**config.mk**
```make
export PLATFORM = sky130hd
export DESIGN_NAME = dhcp_lease_table_engine
export DESIGN_NICKNAME = d
export VERILOG_FILES = /design/src/hw/rtl/dhcplt_pkg.sv /design/src/hw/rtl/dhcplt_lease_mem.sv /design/src/hw/rtl/dhcp_lease_table_engine.sv
export SDC_FILE = /design/constraint.sdc
export NUM_CORES = 1
export LEC_CHECK = 0
export BUFFER_PORTS_ARGS = -buffer_cell sky130_fd_sc_hd__buf_2
export CAP_MARGIN = 5
export CORE_ASPECT_RATIO = 1.2
export CORE_MARGIN = 4
export CORE_UTILIZATION = 67
export DETAILED_ROUTE_END_ITERATION = 12
export PLACE_DENSITY = 0.85
export SYNTH_ARGS = -nofsm -noshare
export SYNTH_HDL_FRONTEND = slang
export SYNTH_SLANG_ARGS = --single-unit
```
**constraint.sdc**
```tcl
create_clock -name clk -period 13.27 [get_ports clk]
set_clock_uncertainty 0.1 [all_clocks]
set_input_delay 3.981 -clock clk [delete_from_list [all_inputs] [get_ports clk]]
set_output_delay 3.981 -clock clk [all_outputs]
set_load 0.005 [all_outputs]
```
**src/hw/rtl/dhcplt_pkg.sv**
```systemverilog
`default_nettype none

package dhcplt_pkg;

  localparam int LEASE_SLOTS_DEF = 8;

  localparam int MAC_W    = 48;
  localparam int TIME_W   = 32;
  localparam int OCTET_W  = 8;
  localparam int ACTION_W = 2;
  localparam int STATUS_W = 2;
  localparam int SLOT_W   = 3;
  localparam int CFG_ADDR_W = 2;
  localparam int CFG_DATA_W = 32;

  localparam int S_TDATA_W = 96;
  localparam int M_TDATA_W = 16;

  // message kinds
  localparam logic [ACTION_W-1:0] ACT_DISCOVER = 2'd0;
  localparam logic [ACTION_W-1:0] ACT_REQUEST  = 2'd1;

  // reply codes
  localparam logic [STATUS_W-1:0] REPLY_OFFER  = 2'd0;
  localparam logic [STATUS_W-1:0] REPLY_ACK    = 2'd1;
  localparam logic [STATUS_W-1:0] REPLY_IGNORE = 2'd2;

  // register indexes
  localparam logic [CFG_ADDR_W-1:0] REG_ADDRESS_BASE = 2'd0;
  localparam logic [CFG_ADDR_W-1:0] REG_OFFER_HOLD   = 2'd1;
  localparam logic [CFG_ADDR_W-1:0] REG_LEASE_TIME   = 2'd2;

  localparam logic [OCTET_W-1:0] ADDRESS_BASE_RST = 8'd16;
  localparam logic [TIME_W-1:0]  OFFER_HOLD_RST   = 32'd60000;
  localparam logic [TIME_W-1:0]  LEASE_TIME_RST   = 32'd86400000;

  typedef struct packed {
    logic [MAC_W-1:0]  mac;
    logic [TIME_W-1:0] expiry;
  } lease_entry_t;

endpackage

`default_nettype wire

```
**src/hw/rtl/dhcplt_lease_mem.sv**
```systemverilog
`default_nettype none

module dhcplt_lease_mem #(
  parameter int SLOTS = dhcplt_pkg::LEASE_SLOTS_DEF,
  localparam int IDX_W = (SLOTS > 1) ? $clog2(SLOTS) : 1
) (
  input  wire logic                     clk,
  input  wire logic                     rst,
  input  wire logic                     rd_en,
  input  wire logic [IDX_W-1:0]         rd_addr,
  output dhcplt_pkg::lease_entry_t      rd_data,
  input  wire logic                     wr_en,
  input  wire logic [IDX_W-1:0]         wr_addr,
  input  wire dhcplt_pkg::lease_entry_t wr_data
);
  import dhcplt_pkg::*;

  lease_entry_t mem [SLOTS];
  logic [SLOTS-1:0] valid;
  lease_entry_t rd_raw;
  logic         rd_valid;

  always_ff @(posedge clk) begin
    if (wr_en) begin
      mem[wr_addr] <= wr_data;
    end
    if (rd_en) begin
      rd_raw <= mem[rd_addr];
    end
  end

  // entries never written read as an unused slot
  always_ff @(posedge clk) begin
    if (rst) begin
      valid    <= '0;
      rd_valid <= 1'b0;
    end else begin
      if (wr_en) begin
        valid[wr_addr] <= 1'b1;
      end
      if (rd_en) begin
        rd_valid <= valid[rd_addr];
      end
    end
  end

  assign rd_data = rd_valid ? rd_raw : '0;

endmodule

`default_nettype wire

```
**src/hw/rtl/dhcp_lease_table_engine.sv**
```systemverilog
// DHCP lease table engine.
// Input channel s_*: one decoded client message per item (kind in s_tuser, MAC,
// requested octet and current time in s_tdata). Output channel m_*: one reply
// per item (reply code in m_tuser, slot and assigned octet in m_tdata).
// The lease table sits in a registered-read memory. Each item scans the slots
// one read per cycle, picks the MAC hit, else the first unused or expired slot,
// else the earliest expiry, then writes the slot back unless a request names
// another octet. A MAC hit ends the scan early, and a kind that is neither
// discover nor request skips the scan. One item is in work at a time: s_tready
// stays low until its reply has moved into the output register.
// The output register parts the channels: a new item is taken while a reply
// waits on m_tready; a second reply waits inside, with s_tready low, until the
// register frees.
// Config writes (cfg_we, cfg_addr, cfg_data) take effect at once and must be
// made while idle by the user; the block does not enforce it. Reset returns
// registers to defaults and marks every slot unused through per-slot valid
// bits, with no clearing pass.
`default_nettype none

module dhcp_lease_table_engine #(
  parameter int LEASE_SLOTS = dhcplt_pkg::LEASE_SLOTS_DEF
) (
  input  wire logic                             clk,
  input  wire logic                             rst,
  input  wire logic                             s_tvalid,
  output logic                                  s_tready,
  // client_mac[47:0], has_requested_ip[48], requested_octet[56:49], now_ms[88:57]
  input  wire logic [dhcplt_pkg::S_TDATA_W-1:0] s_tdata,
  // action[1:0]
  input  wire logic [dhcplt_pkg::ACTION_W-1:0]  s_tuser,
  output logic                                  m_tvalid,
  input  wire logic                             m_tready,
  // slot_index[2:0], offered_octet[10:3]
  output logic [dhcplt_pkg::M_TDATA_W-1:0]      m_tdata,
  // reply_status[1:0]
  output logic [dhcplt_pkg::STATUS_W-1:0]       m_tuser,
  input  wire logic                             cfg_we,
  input  wire logic [dhcplt_pkg::CFG_ADDR_W-1:0] cfg_addr,
  input  wire logic [dhcplt_pkg::CFG_DATA_W-1:0] cfg_data
);
  import dhcplt_pkg::*;

  localparam int IDX_W = (LEASE_SLOTS > 1) ? $clog2(LEASE_SLOTS) : 1;
  localparam int CNT_W = $clog2(LEASE_SLOTS + 1);

  typedef enum logic [1:0] {
    ST_IDLE,
    ST_SCAN,
    ST_DECIDE,
    ST_RESULT
  } state_t;

  state_t state;

  logic [OCTET_W-1:0] address_base;
  logic [TIME_W-1:0]  offer_hold_ms;
  logic [TIME_W-1:0]  lease_time_ms;

  // item registers
  logic [ACTION_W-1:0] item_action;
  logic [MAC_W-1:0]    item_mac;
  logic                item_has_req;
  logic [OCTET_W-1:0]  item_req_octet;
  logic [TIME_W-1:0]   item_now;

  // scan state
  logic [CNT_W-1:0]  issue_cnt;
  logic              eval_valid;
  logic [IDX_W-1:0]  eval_idx;
  logic              have_free;
  logic [IDX_W-1:0]  free_slot;
  logic [IDX_W-1:0]  oldest;
  logic [TIME_W-1:0] oldest_exp;
  logic [IDX_W-1:0]  sel;

  // pending reply
  logic [STATUS_W-1:0] res_status;
  logic [SLOT_W-1:0]   res_slot;
  logic [OCTET_W-1:0]  res_octet;

  logic [STATUS_W-1:0] out_status;
  logic [SLOT_W-1:0]   out_slot;
  logic [OCTET_W-1:0]  out_octet;

  lease_entry_t rd_data;
  lease_entry_t wr_data;
  logic         rd_en;
  logic         wr_en;

  // entry evaluation
  logic [TIME_W-1:0] diff_now;
  logic [TIME_W-1:0] diff_old;
  logic              unused;
  logic              expired;
  logic              hit;
  logic              free_here;
  logic              have_free_upd;
  logic [IDX_W-1:0]  free_upd;
  logic [IDX_W-1:0]  oldest_upd;
  logic [TIME_W-1:0] oldest_exp_upd;
  logic              last_eval;

  // decision
  logic [IDX_W+OCTET_W-1:0] sel_wide;
  logic [OCTET_W-1:0]       octet;
  logic                     mismatch;
  logic                     out_free;

  always_ff @(posedge clk) begin
    if (rst) begin
      address_base  <= ADDRESS_BASE_RST;
      offer_hold_ms <= OFFER_HOLD_RST;
      lease_time_ms <= LEASE_TIME_RST;
    end else if (cfg_we) begin
      unique case (cfg_addr)
        REG_ADDRESS_BASE: address_base  <= cfg_data[OCTET_W-1:0];
        REG_OFFER_HOLD:   offer_hold_ms <= cfg_data;
        REG_LEASE_TIME:   lease_time_ms <= cfg_data;
        default: ;
      endcase
    end
  end

  assign rd_en = (state == ST_SCAN) && (issue_cnt < CNT_W'(LEASE_SLOTS));

  always_comb begin
    diff_now  = rd_data.expiry - item_now;
    diff_old  = rd_data.expiry - oldest_exp;
    unused    = (rd_data.mac == '0);
    expired   = !unused && ((diff_now == '0) || diff_now[TIME_W-1]);
    hit       = (rd_data.mac == item_mac);
    free_here = unused || expired;
    have_free_upd = have_free || free_here;
    free_upd      = have_free ? free_slot : eval_idx;
    // slot zero seeds the earliest-expiry search
    if ((eval_idx == '0) || diff_old[TIME_W-1]) begin
      oldest_upd     = eval_idx;
      oldest_exp_upd = rd_data.expiry;
    end else begin
      oldest_upd     = oldest;
      oldest_exp_upd = oldest_exp;
    end
    last_eval = (eval_idx == IDX_W'(LEASE_SLOTS - 1));
  end

  always_comb begin
    sel_wide = {{OCTET_W{1'b0}}, sel};
    octet    = address_base + sel_wide[OCTET_W-1:0];
    mismatch = (item_action == ACT_REQUEST) && item_has_req && (item_req_octet != octet);
    wr_en    = (state == ST_DECIDE) && !mismatch;
    wr_data.mac    = item_mac;
    wr_data.expiry = item_now +
                     ((item_action == ACT_DISCOVER) ? offer_hold_ms : lease_time_ms);
  end

  assign out_free = !m_tvalid || m_tready;
  assign s_tready = (state == ST_IDLE);

  always_ff @(posedge clk) begin
    if (rst) begin
      state      <= ST_IDLE;
      m_tvalid   <= 1'b0;
      eval_valid <= 1'b0;
      issue_cnt  <= '0;
      have_free  <= 1'b0;
    end else begin
      if (m_tready && !((state == ST_RESULT) && out_free)) begin
        m_tvalid <= 1'b0;
      end
      unique case (state)
        ST_IDLE: begin
          if (s_tvalid) begin
            item_action    <= s_tuser;
            item_mac       <= s_tdata[47:0];
            item_has_req   <= s_tdata[48];
            item_req_octet <= s_tdata[56:49];
            item_now       <= s_tdata[88:57];
            issue_cnt      <= '0;
            eval_valid     <= 1'b0;
            have_free      <= 1'b0;
            if ((s_tuser == ACT_DISCOVER) || (s_tuser == ACT_REQUEST)) begin
              state <= ST_SCAN;
            end else begin
              res_status <= REPLY_IGNORE;
              res_slot   <= '0;
              res_octet  <= '0;
              state      <= ST_RESULT;
            end
          end
        end
        ST_SCAN: begin
          if (rd_en) begin
            issue_cnt <= issue_cnt + CNT_W'(1);
          end
          // the scan stops on a hit or after the last slot
          eval_valid <= rd_en && !(eval_valid && (hit || last_eval));
          eval_idx   <= issue_cnt[IDX_W-1:0];
          if (eval_valid) begin
            have_free  <= have_free_upd;
            free_slot  <= free_upd;
            oldest     <= oldest_upd;
            oldest_exp <= oldest_exp_upd;
            if (hit) begin
              sel        <= eval_idx;
              state      <= ST_DECIDE;
            end else if (last_eval) begin
              sel        <= have_free_upd ? free_upd : oldest_upd;
              state      <= ST_DECIDE;
            end
          end
        end
        ST_DECIDE: begin
          if (mismatch) begin
            res_status <= REPLY_IGNORE;
            res_slot   <= '0;
            res_octet  <= '0;
          end else begin
            res_status <= (item_action == ACT_DISCOVER) ? REPLY_OFFER : REPLY_ACK;
            res_slot   <= sel_wide[SLOT_W-1:0];
            res_octet  <= octet;
          end
          state <= ST_RESULT;
        end
        ST_RESULT: begin
          if (out_free) begin
            m_tvalid   <= 1'b1;
            out_status <= res_status;
            out_slot   <= res_slot;
            out_octet  <= res_octet;
            state      <= ST_IDLE;
          end
        end
        default: state <= ST_IDLE;
      endcase
    end
  end

  assign m_tuser = out_status;
  assign m_tdata = {{(M_TDATA_W - SLOT_W - OCTET_W){1'b0}}, out_octet, out_slot};

  dhcplt_lease_mem #(
    .SLOTS(LEASE_SLOTS)
  ) u_mem (
    .clk     (clk),
    .rst     (rst),
    .rd_en   (rd_en),
    .rd_addr (issue_cnt[IDX_W-1:0]),
    .rd_data (rd_data),
    .wr_en   (wr_en),
    .wr_addr (sel),
    .wr_data (wr_data)
  );

endmodule

`default_nettype wire

```
# Word level (Yosys, flattened, before mapping)
# Memories as Yosys holds them, arrays and structs flattened. A register that Yosys moved wholly into a read port is not among the register bits.
# Index checks and enable logic that the tools add are counted.
dict set report word_totals {
  register_bits 251
  ram_bits 640
  inputBits 137
  output_inout_bits 20
  wordCells 143
  memories 1
}
# memory words width rd rd_clocked_by_memory_dff wr line
set mem_list {}
lappend mem_list {u_mem.mem 8 80 1 1 1 dhcplt_lease_mem.sv:18} ;# lease_entry_t mem [SLOTS];
dict set report op_classes {
  add_sub_neg 5
  n_lt_le_gt_ge 4
  n_eq_ne 16
  muxes 43
  n_bitwise 2
  n_reduce_logical 46
}
# cell count
set ops {}
lappend ops {{two-way mux 80 bit} 1}
lappend ops {{subtractor 32 bit} 2}
lappend ops {{equality test 48 bit} 1}
lappend ops {{logical NOT 48 bit} 1}
lappend ops {{adder 32 bit} 1}
lappend ops {{logical NOT 32 bit} 1}
lappend ops {{two-way mux 32 bit} 1}
lappend ops {{two-way mux 3 bit} 8}
lappend ops {{two-way mux 8 bit} 3}
lappend ops {{two-way mux 2 bit} 9}
lappend ops {{case mux 8 bit (2 select lines)} 1}
lappend ops {{AND reduction 4 bit} 4}
lappend ops {{AND reduction 3 bit} 5}
lappend ops {{logical AND 1 bit} 10}
lappend ops {{two-way mux 1 bit} 10}
lappend ops {{inequality test 2 bit (second input constant)} 5}
lappend ops {{AND reduction 2 bit} 5}
lappend ops {{adder 8 x 3 -> 8 bit} 1}
lappend ops {{equality test 2 x 1 -> 1 bit (second input constant)} 4}
lappend ops {{logical NOT 2 bit} 4}
lappend ops {{< comparator 3 x 4 -> 1 bit (second input constant)} 2}
lappend ops {{two-way mux 4 bit} 2}
lappend ops {{inequality test 8 bit} 1}
lappend ops {{bitwise OR 8 bit} 1}
lappend ops {{other kinds (18)} 33}

# Longest topological paths before layout
# Gate-level depths: netlist of the first run.
dict set report depth {
  word_depth 10
  ltp_mapped 22
  depth_no_buf 15
}

# By module
# Synthesis of the first run repeated with hierarchy kept, for this count alone.
dict set report unflattened {
  cells_unflattened 2522
  area_unflattened_um2 41878.9
}
# mod n_inst cells_each area_each_um2 seq_area_each_um2
set modules_own_cells {}
lappend modules_own_cells {dhcplt_lease_mem 1 1133 27976.8 21800.9}
lappend modules_own_cells {dhcp_lease_table_engine 1 1389 13902.1 6456.2}

# Worst setup path before layout of the first run
# No wires, ideal clock.
dict set report synth_path {
  path_kind {input-to-reg}
  from {in rst}
  to {reg item_action[0] (enable)}
  setup_ps 541
  t_arrival_ps 8185
  required_ps 12629
  setup_slack_ps 4443
  cell_stages 3
  n_path_buf 2
  path_cell_list {clkbuf_1 -> clkbuf_1 -> nor2_1}
}
dict set report synth_via {
  elab_chain_cells 2
}
# item line
set synth_lines {}
lappend synth_lines {{start, declared} dhcp_lease_table_engine.sv:24} ;# input wire logic rst,
lappend synth_lines {{NOT 1 bit (no source line)} -}
lappend synth_lines {{AND reduction 3 bit (no source line)} -}
lappend synth_lines {{end signal, assigned} dhcp_lease_table_engine.sv:173} ;# item_action <= s_tuser;
lappend synth_lines {{end, declared} dhcp_lease_table_engine.sv:60} ;# logic [ACTION_W-1:0] item_action;
# No other way between the ends.
# A chain may end at the register's enable or synchronous reset.

# Worst setup path after layout of the first run
dict set report layout_path {
  from {in rst}
  to {reg item_mac[1] (enable)}
}
dict set report layout_via {
  elab_chain_cells 2
}
# item line
set layout_lines {}
lappend layout_lines {{NOT 1 bit (no source line)} -}
lappend layout_lines {{AND reduction 3 bit (no source line)} -}
lappend layout_lines {{end signal, assigned} dhcp_lease_table_engine.sv:174} ;# item_mac <= s_tdata[47:0];
lappend layout_lines {{end, declared} dhcp_lease_table_engine.sv:61} ;# logic [MAC_W-1:0] item_mac;
# No other way between the ends.

==> results of run 1 <==
[where the power goes]
| part | switching (mW) | internal (mW) |
|---|---|---|
| Sequential | 0.251 | 3.69 |
| Clock | 1.16 | 1.44 |
| Combinational | 0.913 | 0.532 |
[final cells by class]
class | count | area (µm²)
Sequential cell | 971 | 28300
Fill cell | 3508 | 15600
Multi-Input combinational cell | 1720 | 13300
Clock buffer | 114 | 2380
Tap cell | 816 | 1020
Timing Repair Buffer | 172 | 931
Clock inverter | 51 | 526
Inverter | 100 | 379
Antenna cell | 5 | 12.5
[state kept, by name, summed over array words and instances, names as in the netlist, 32 cells and up]
signal and flops:
oldest_exp 32, item_mac 48, u_mem.mem 640, item_now 32, lease_time_ms 32, u_mem.rd_raw 80
offer_hold_ms 32
[through the flow]
step,util,setup WS [ns],area [µm²]
3_5_place_dp,0.703,6.35,43900
5_1_grt,0.750,6.86,46800
6_report,0.750,6.99,46800
3_3_place_gp,0.703,6.47,43900
2_1_floorplan,-,4.44,42400
4_1_cts,0.749,7.01,46800
[cell families after synthesis]
logic type,Yosys count,share of synthesized area
compound gates,433,0.0693
xor+xnor,97,0.0202
fa+ha+maj,82,0.0242
buf+inv,233,0.0233
flops,971,0.666
mux,215,0.0995
other cells,1,0.0000884
simple gates,888,0.0975
[Yosys cell counts (8+ instances only)]
| cell | n | share of area |
|---|---|---|
| mux2i_1 | 19 | 0.0045 |
| nor3_1 | 32 | 0.0038 |
| nand2b_1 | 27 | 0.0040 |
| mux4_2 | 162 | 0.086 |
| nand4_1 | 20 | 0.0029 |
| and3_1 | 13 | 0.0019 |
| o22ai_1 | 13 | 0.0019 |
| nor4_1 | 25 | 0.0037 |
| a211o_1 | 9 | 0.0019 |
| dfxtp_1 | 90 | 0.042 |
| nor2b_1 | 30 | 0.0044 |
| a31oi_1 | 22 | 0.0032 |
| nand3b_1 | 20 | 0.0035 |
| o2111ai_1 | 13 | 0.0027 |
| a22oi_1 | 23 | 0.0041 |
| a21o_1 | 18 | 0.0032 |
| nor2_1 | 117 | 0.010 |
| and2_1 | 40 | 0.0059 |
| a211oi_1 | 13 | 0.0023 |
| clkbuf_1 | 72 | 0.0064 |
| inv_1 | 98 | 0.0087 |
| buf_2 | 17 | 0.0020 |
| xor2_1 | 20 | 0.0041 |
| nand3_1 | 51 | 0.0060 |
| o21bai_1 | 8 | 0.0014 |
| mux2_2 | 34 | 0.0090 |
| nand2_1 | 465 | 0.041 |
| buf_1 | 31 | 0.0027 |
| a21oi_1 | 119 | 0.014 |
| ha_1 | 73 | 0.022 |
| o21ai_0 | 70 | 0.0083 |
| nand4b_1 | 11 | 0.0023 |
| edfxtp_1 | 881 | 0.62 |
| xnor2_1 | 76 | 0.016 |
| o31ai_1 | 22 | 0.0039 |
| o21a_1 | 12 | 0.0021 |
[cells in the final DEF, fill, tap and decap left out, types with 28 or more instances in the layout]
cell type,n
buf_4,28
buf_2,144
nor2b_1,30
edfxtp_1,881
xnor2_1,76
mux4_2,162
nand2_1,465
a21oi_1,118
o21ai_0,70
ha_1,73
dfxtp_1,86
and2_1,40
inv_1,97
nand3_1,51
clkbuf_16,91
mux2_2,34
nor3_1,30
nor2_1,110
[worst paths after layout]
path                       start      endpoint  cells past startpoint
setup / recovery             rst   item_mac[1]                      4
hold / removal      res_octet[6]  out_octet[6]                      0
hold reg to reg     res_octet[6]  out_octet[6]                      0
setup reg to reg  u_mem.rd_valid        sel[0]                     15
[routing by layer]
layer	routed length, µm	global-route usage	part of all wire
met5	13	0	0.00011
met4	6780	0.165	0.057
met3	10400	0.0596	0.087
met2	62000	0.612	0.52
met1	40700	0.434	0.34
==> metrics.txt, run 1 <==
CTS tree=yes; Post-CTS Setup Inserts=0; layout cells sized above 1=0.177; Top cell by count, worst path=buf_4; Tcrit/Tclk final=0.473; maximum vdd drop=between 0.15 and 0.2 mV; # rows=100; Worst Setup Start Kind=primary input; Ys Warns=0; DR iter-0 viols=between 3000 and 4000; Detail Route Antenna Nets=0; Crit path largest cell delay=0.95 ns; Worst Tran Pin Value=1.26 ns; sum of negative setup slack=0 ns; die span in x=238 µm; Starting Density=0.680; H-tree levels=3; Sink Count=a little under 1000; Inst Count DP=between 3000 and 4000; Req. time, crit path=13.42 ns; internal reg-to-reg setup slack=roughly 7.2 ns; Max Freq=around 160 MHz; Non-Filler Instances=approximately 3900; crit path time final=between 6 and 7 ns; Slew headroom=0.158; post-synthesis sequential area ratio=0.666; Syn Std Cell Area=42400 µm²; crit path DAT=~6.4 ns; WL/cell=about 30 µm; most used flip-flop cell after synthesis=edfxtp_1; Tot GR Track Use=0.352; Post-synth EDFFs=between 800 and 900; IO Count=roughly 160; FF+latch count, synth=971; mean post-synth cell area=approximately 15 µm²; status=complete, no violations; leak pwr=about 16 nW; Max-cap violations=0; CP cell instances=buf_2 -> buf_4 -> nor2_4 -> buf_4; Buf/Inv on CP=3; largest net degree at the start of global routing=95; initial antenna violation count=7; P&R area growth vs syn=10.3%; Max clock buf depth=3; Power Total=about 8.0 mW; die height=around 280 µm; number of global-route vias before repair=27500; Mapped Cells=~2900; DP HPWL=approximately 69 mm; routability congestion estimate=around 0.95; # DRC=0; Final Net Count=3267; clk root buf=clkbuf_16; post-cts resize count=0; area of the die=67400 µm²; worst hold path type=reg2reg; CP endpoint kind=register; Hold Violations, Final=0; RSZ-0062 raised after global routing=false; power density over the cells=between 150 and 200 nW/µm²; later-pin clock latency in the skew report=around 0.66 ns; via count=27300; Async SR Flop Fraction=0; CTS clk-pin slew, worst paths=approximately 0.06 ns; routed vias/inst=6.92; DRT Wirelength=approximately 120 mm; Placeable Area=roughly 62000 µm²; Worst Setup Path Type=in2reg; count of pins over their slew limit=0; cts hold-fix bufs=0; worst-path maximum fanout=94; Congestion Overflow GR=0; input/output buffers=approximately 140; drt first pass iters=11; total CTS buffers=90; first-pass GRT wire length=~180 mm; Yosys cell types=100; Top delay family on crit path=buffers and inverters; Worst path slowest cell=nor2_4; hold slack=0.320 ns; Finish-stage setup viols=0
Note: power is estimated with default switching activity, not from simulation.
==> run 2, diff against run 1 <==
--- a/config.mk
+++ b/config.mk
@@ -9,9 +9,9 @@
 export CAP_MARGIN = 5
 export CORE_ASPECT_RATIO = 1.2
 export CORE_MARGIN = 4
-export CORE_UTILIZATION = 67
+export CORE_UTILIZATION = 56
 export DETAILED_ROUTE_END_ITERATION = 12
-export PLACE_DENSITY = 0.85
+export PLACE_DENSITY = 0.76
 export SYNTH_ARGS = -nofsm -noshare
 export SYNTH_HDL_FRONTEND = slang
 export SYNTH_SLANG_ARGS = --single-unit
==> constraint.sdc (replaced) <==
create_clock -name clk -period 5.7 [get_ports clk]
set_clock_uncertainty 0.1 [all_clocks]
set_input_delay 1.71 -clock clk [delete_from_list [all_inputs] [get_ports clk]]
set_output_delay 1.71 -clock clk [all_outputs]
set_load 0.005 [all_outputs]
==> metrics.txt, run 2 (synthesis gave the netlist of run 1 again) <==
leak pwr=16.1 nW; worst hold path type=reg2reg; Top cell by count, worst path=a21oi_1; first-pass GRT wire length=about 160 mm; Min-Delay Startpoint=res_octet[5]; via count=25600; CP endpoint kind=register; Max Freq=about 200 MHz; P&R area growth vs syn=11.7%; IO Count=roughly 160; worst-path maximum fanout=29; Ant. Diodes=0; maximum vdd drop=roughly 0.38 mV; Placeable Area=75000 µm²; CTS clk-pin slew, worst paths=roughly 0.06 ns; Final Net Count=around 3300; Net Sw Power=approximately 5 mW; area post-placement=about 44000 µm²; post-cts resize count=0; fin area=approximately 47000 µm²; Slew headroom=0.300; area of the die=80300 µm²; biggest regs=u_mem.mem x640, u_mem.rd_raw x80, item_mac x48; clk root buf=clkbuf_16; worst setup path startpoint=item_action[1]; power density over the cells=roughly 390 nW/µm²; Starting Density=0.566; CP cell instances=nor2_4 -> buf_4 -> mux2_2 -> ha_1 -> a21oi_1 -> o21bai_1 -> a21oi_1 -> o21ai_0 -> a41oi_1 -> nand4b_1 -> a311oi_1 -> o31a_1 -> mux2i_1 -> o2111ai_1; later-pin clock latency in the skew report=approximately 0.66 ns; initial antenna violation count=1; Worst path slowest cell=o21ai_0; Non-Filler Instances=approximately 4200; worst slack, placed=approximately 0.73 ns; crit path time final=roughly 5.0 ns; die height=310 µm; input/output buffers=between 100 and 150; H-tree levels=3; largest net degree at the start of global routing=111; # fillers=5247; Inst Count DP=approximately 4000; DRT Wirelength=between 100 and 150 mm; Detail Route Antenna Nets=0; hold path cells=0; Crit path largest cell delay=approximately 0.5 ns; sum of negative setup slack=0 ns; # rows=between 100 and 150; RSZ-0062 raised after global routing=false; Power Total=about 18 mW; commonest non-fill, non-tap cells in the layout=881 x edfxtp_1, 465 x nand2_1, 162 x mux4_2; status=complete, no violations; routed vias/inst=6.17; routability congestion estimate=roughly 0.95; FF-to-FF path depth=14; # DRC=0; worst r2r src=item_action[1]; register area=28300 µm²; Max-cap violations=0; Post-CTS Setup Inserts=0; DP HPWL=65.8 mm; crit path DAT=~5.2 ns; die span in x=between 200 and 300 µm; Worst Setup Path Type=reg2reg; Worst Setup Start Kind=register; DR iter-0 viols=between 2000 and 3000; Congestion Overflow GR=0; max reg flops=640; cts hold-fix bufs=0; total CTS buffers=93; sequential power share=0.496; drt first pass iters=6; number of global-route vias before repair=roughly 27000; Hold Violations, Final=0; Largest Register=u_mem.mem; CTS tree=yes; clock network fraction of total power=0.325; Tot GR Track Use=0.258; Req. time, crit path=5.89 ns; count of pins over their slew limit=0; combinational fraction of design power=0.179; Worst Tran Pin Value=1.05 ns; Tcrit/Tclk final=0.876; Multi-input gate area=between 10000 and 15000 µm²; Max clock buf depth=3; commonest non-fill, non-tap cell in the layout=edfxtp_1; Sink Count=just under 1000; layout cells sized above 1=0.179; WL/cell=25.0 µm; Sw Ratio=0.280; Final WS setup=0.707 ns; Int Power=roughly 13 mW; Finish-stage setup viols=0
[run 2: power by group through the flow]
stage	combinational [mW]	sequential [mW]	clock (mW)
6_report	3.29	9.10	5.97
5_1_grt	3.58	9.15	6.41
4_1_cts	3.29	9.09	6.08
3_5_place_dp	3.26	9.23	0
3_3_place_gp	3.15	9.20	0
2_1_floorplan	2.47	8.97	0
[run 2: path summary, 6_finish.rpt]
kind	slack (ns)	end
max	0.71	u_mem.mem[7][30]
max reg2reg	0.71	u_mem.mem[7][30]
min	0.32	out_octet[5]
min reg2reg	0.32	out_octet[5]
[run 2: final cells by class]
| type | count | share of cell area |
|---|---|---|
| sequential | 971 | 0.597 |
| multi-input combinational | 1720 | 0.281 |
| clock buffer | 121 | 0.0522 |
| tap | 1008 | 0.0266 |
| timing repair buffer | 185 | 0.0257 |
| clock inverter | 51 | 0.0101 |
| inverter | 100 | 0.00800 |
[run 2: metrics by stage]
stage	hold WS, ns	utilization
5_1_grt	0.330	0.632
3_3_place_gp	0.303	0.592
2_1_floorplan	0.300	-
6_report	0.319	0.632
4_1_cts	0.322	0.632
3_5_place_dp	0.308	0.592
[run 2: per-layer routing]
metal,vias to the layer above,part of all wire,global-route usage
met2,969,0.52,0.459
met5,-,0,0
met4,0,0.041,0.106
met1,13000,0.38,0.323
li1,11500,-,-
met3,221,0.057,0.0311
[run 2: worst max-delay path: cells and delay by family (launching register included)]
kind	cells	cell delay, ns
AOI/OAI and AO/OA	8	2.20
adders and majority gates	1	0.33
buffers and inverters	1	0.41
DFF	1	0.42
muxes	2	0.61
and+or+nand+nor	2	0.55
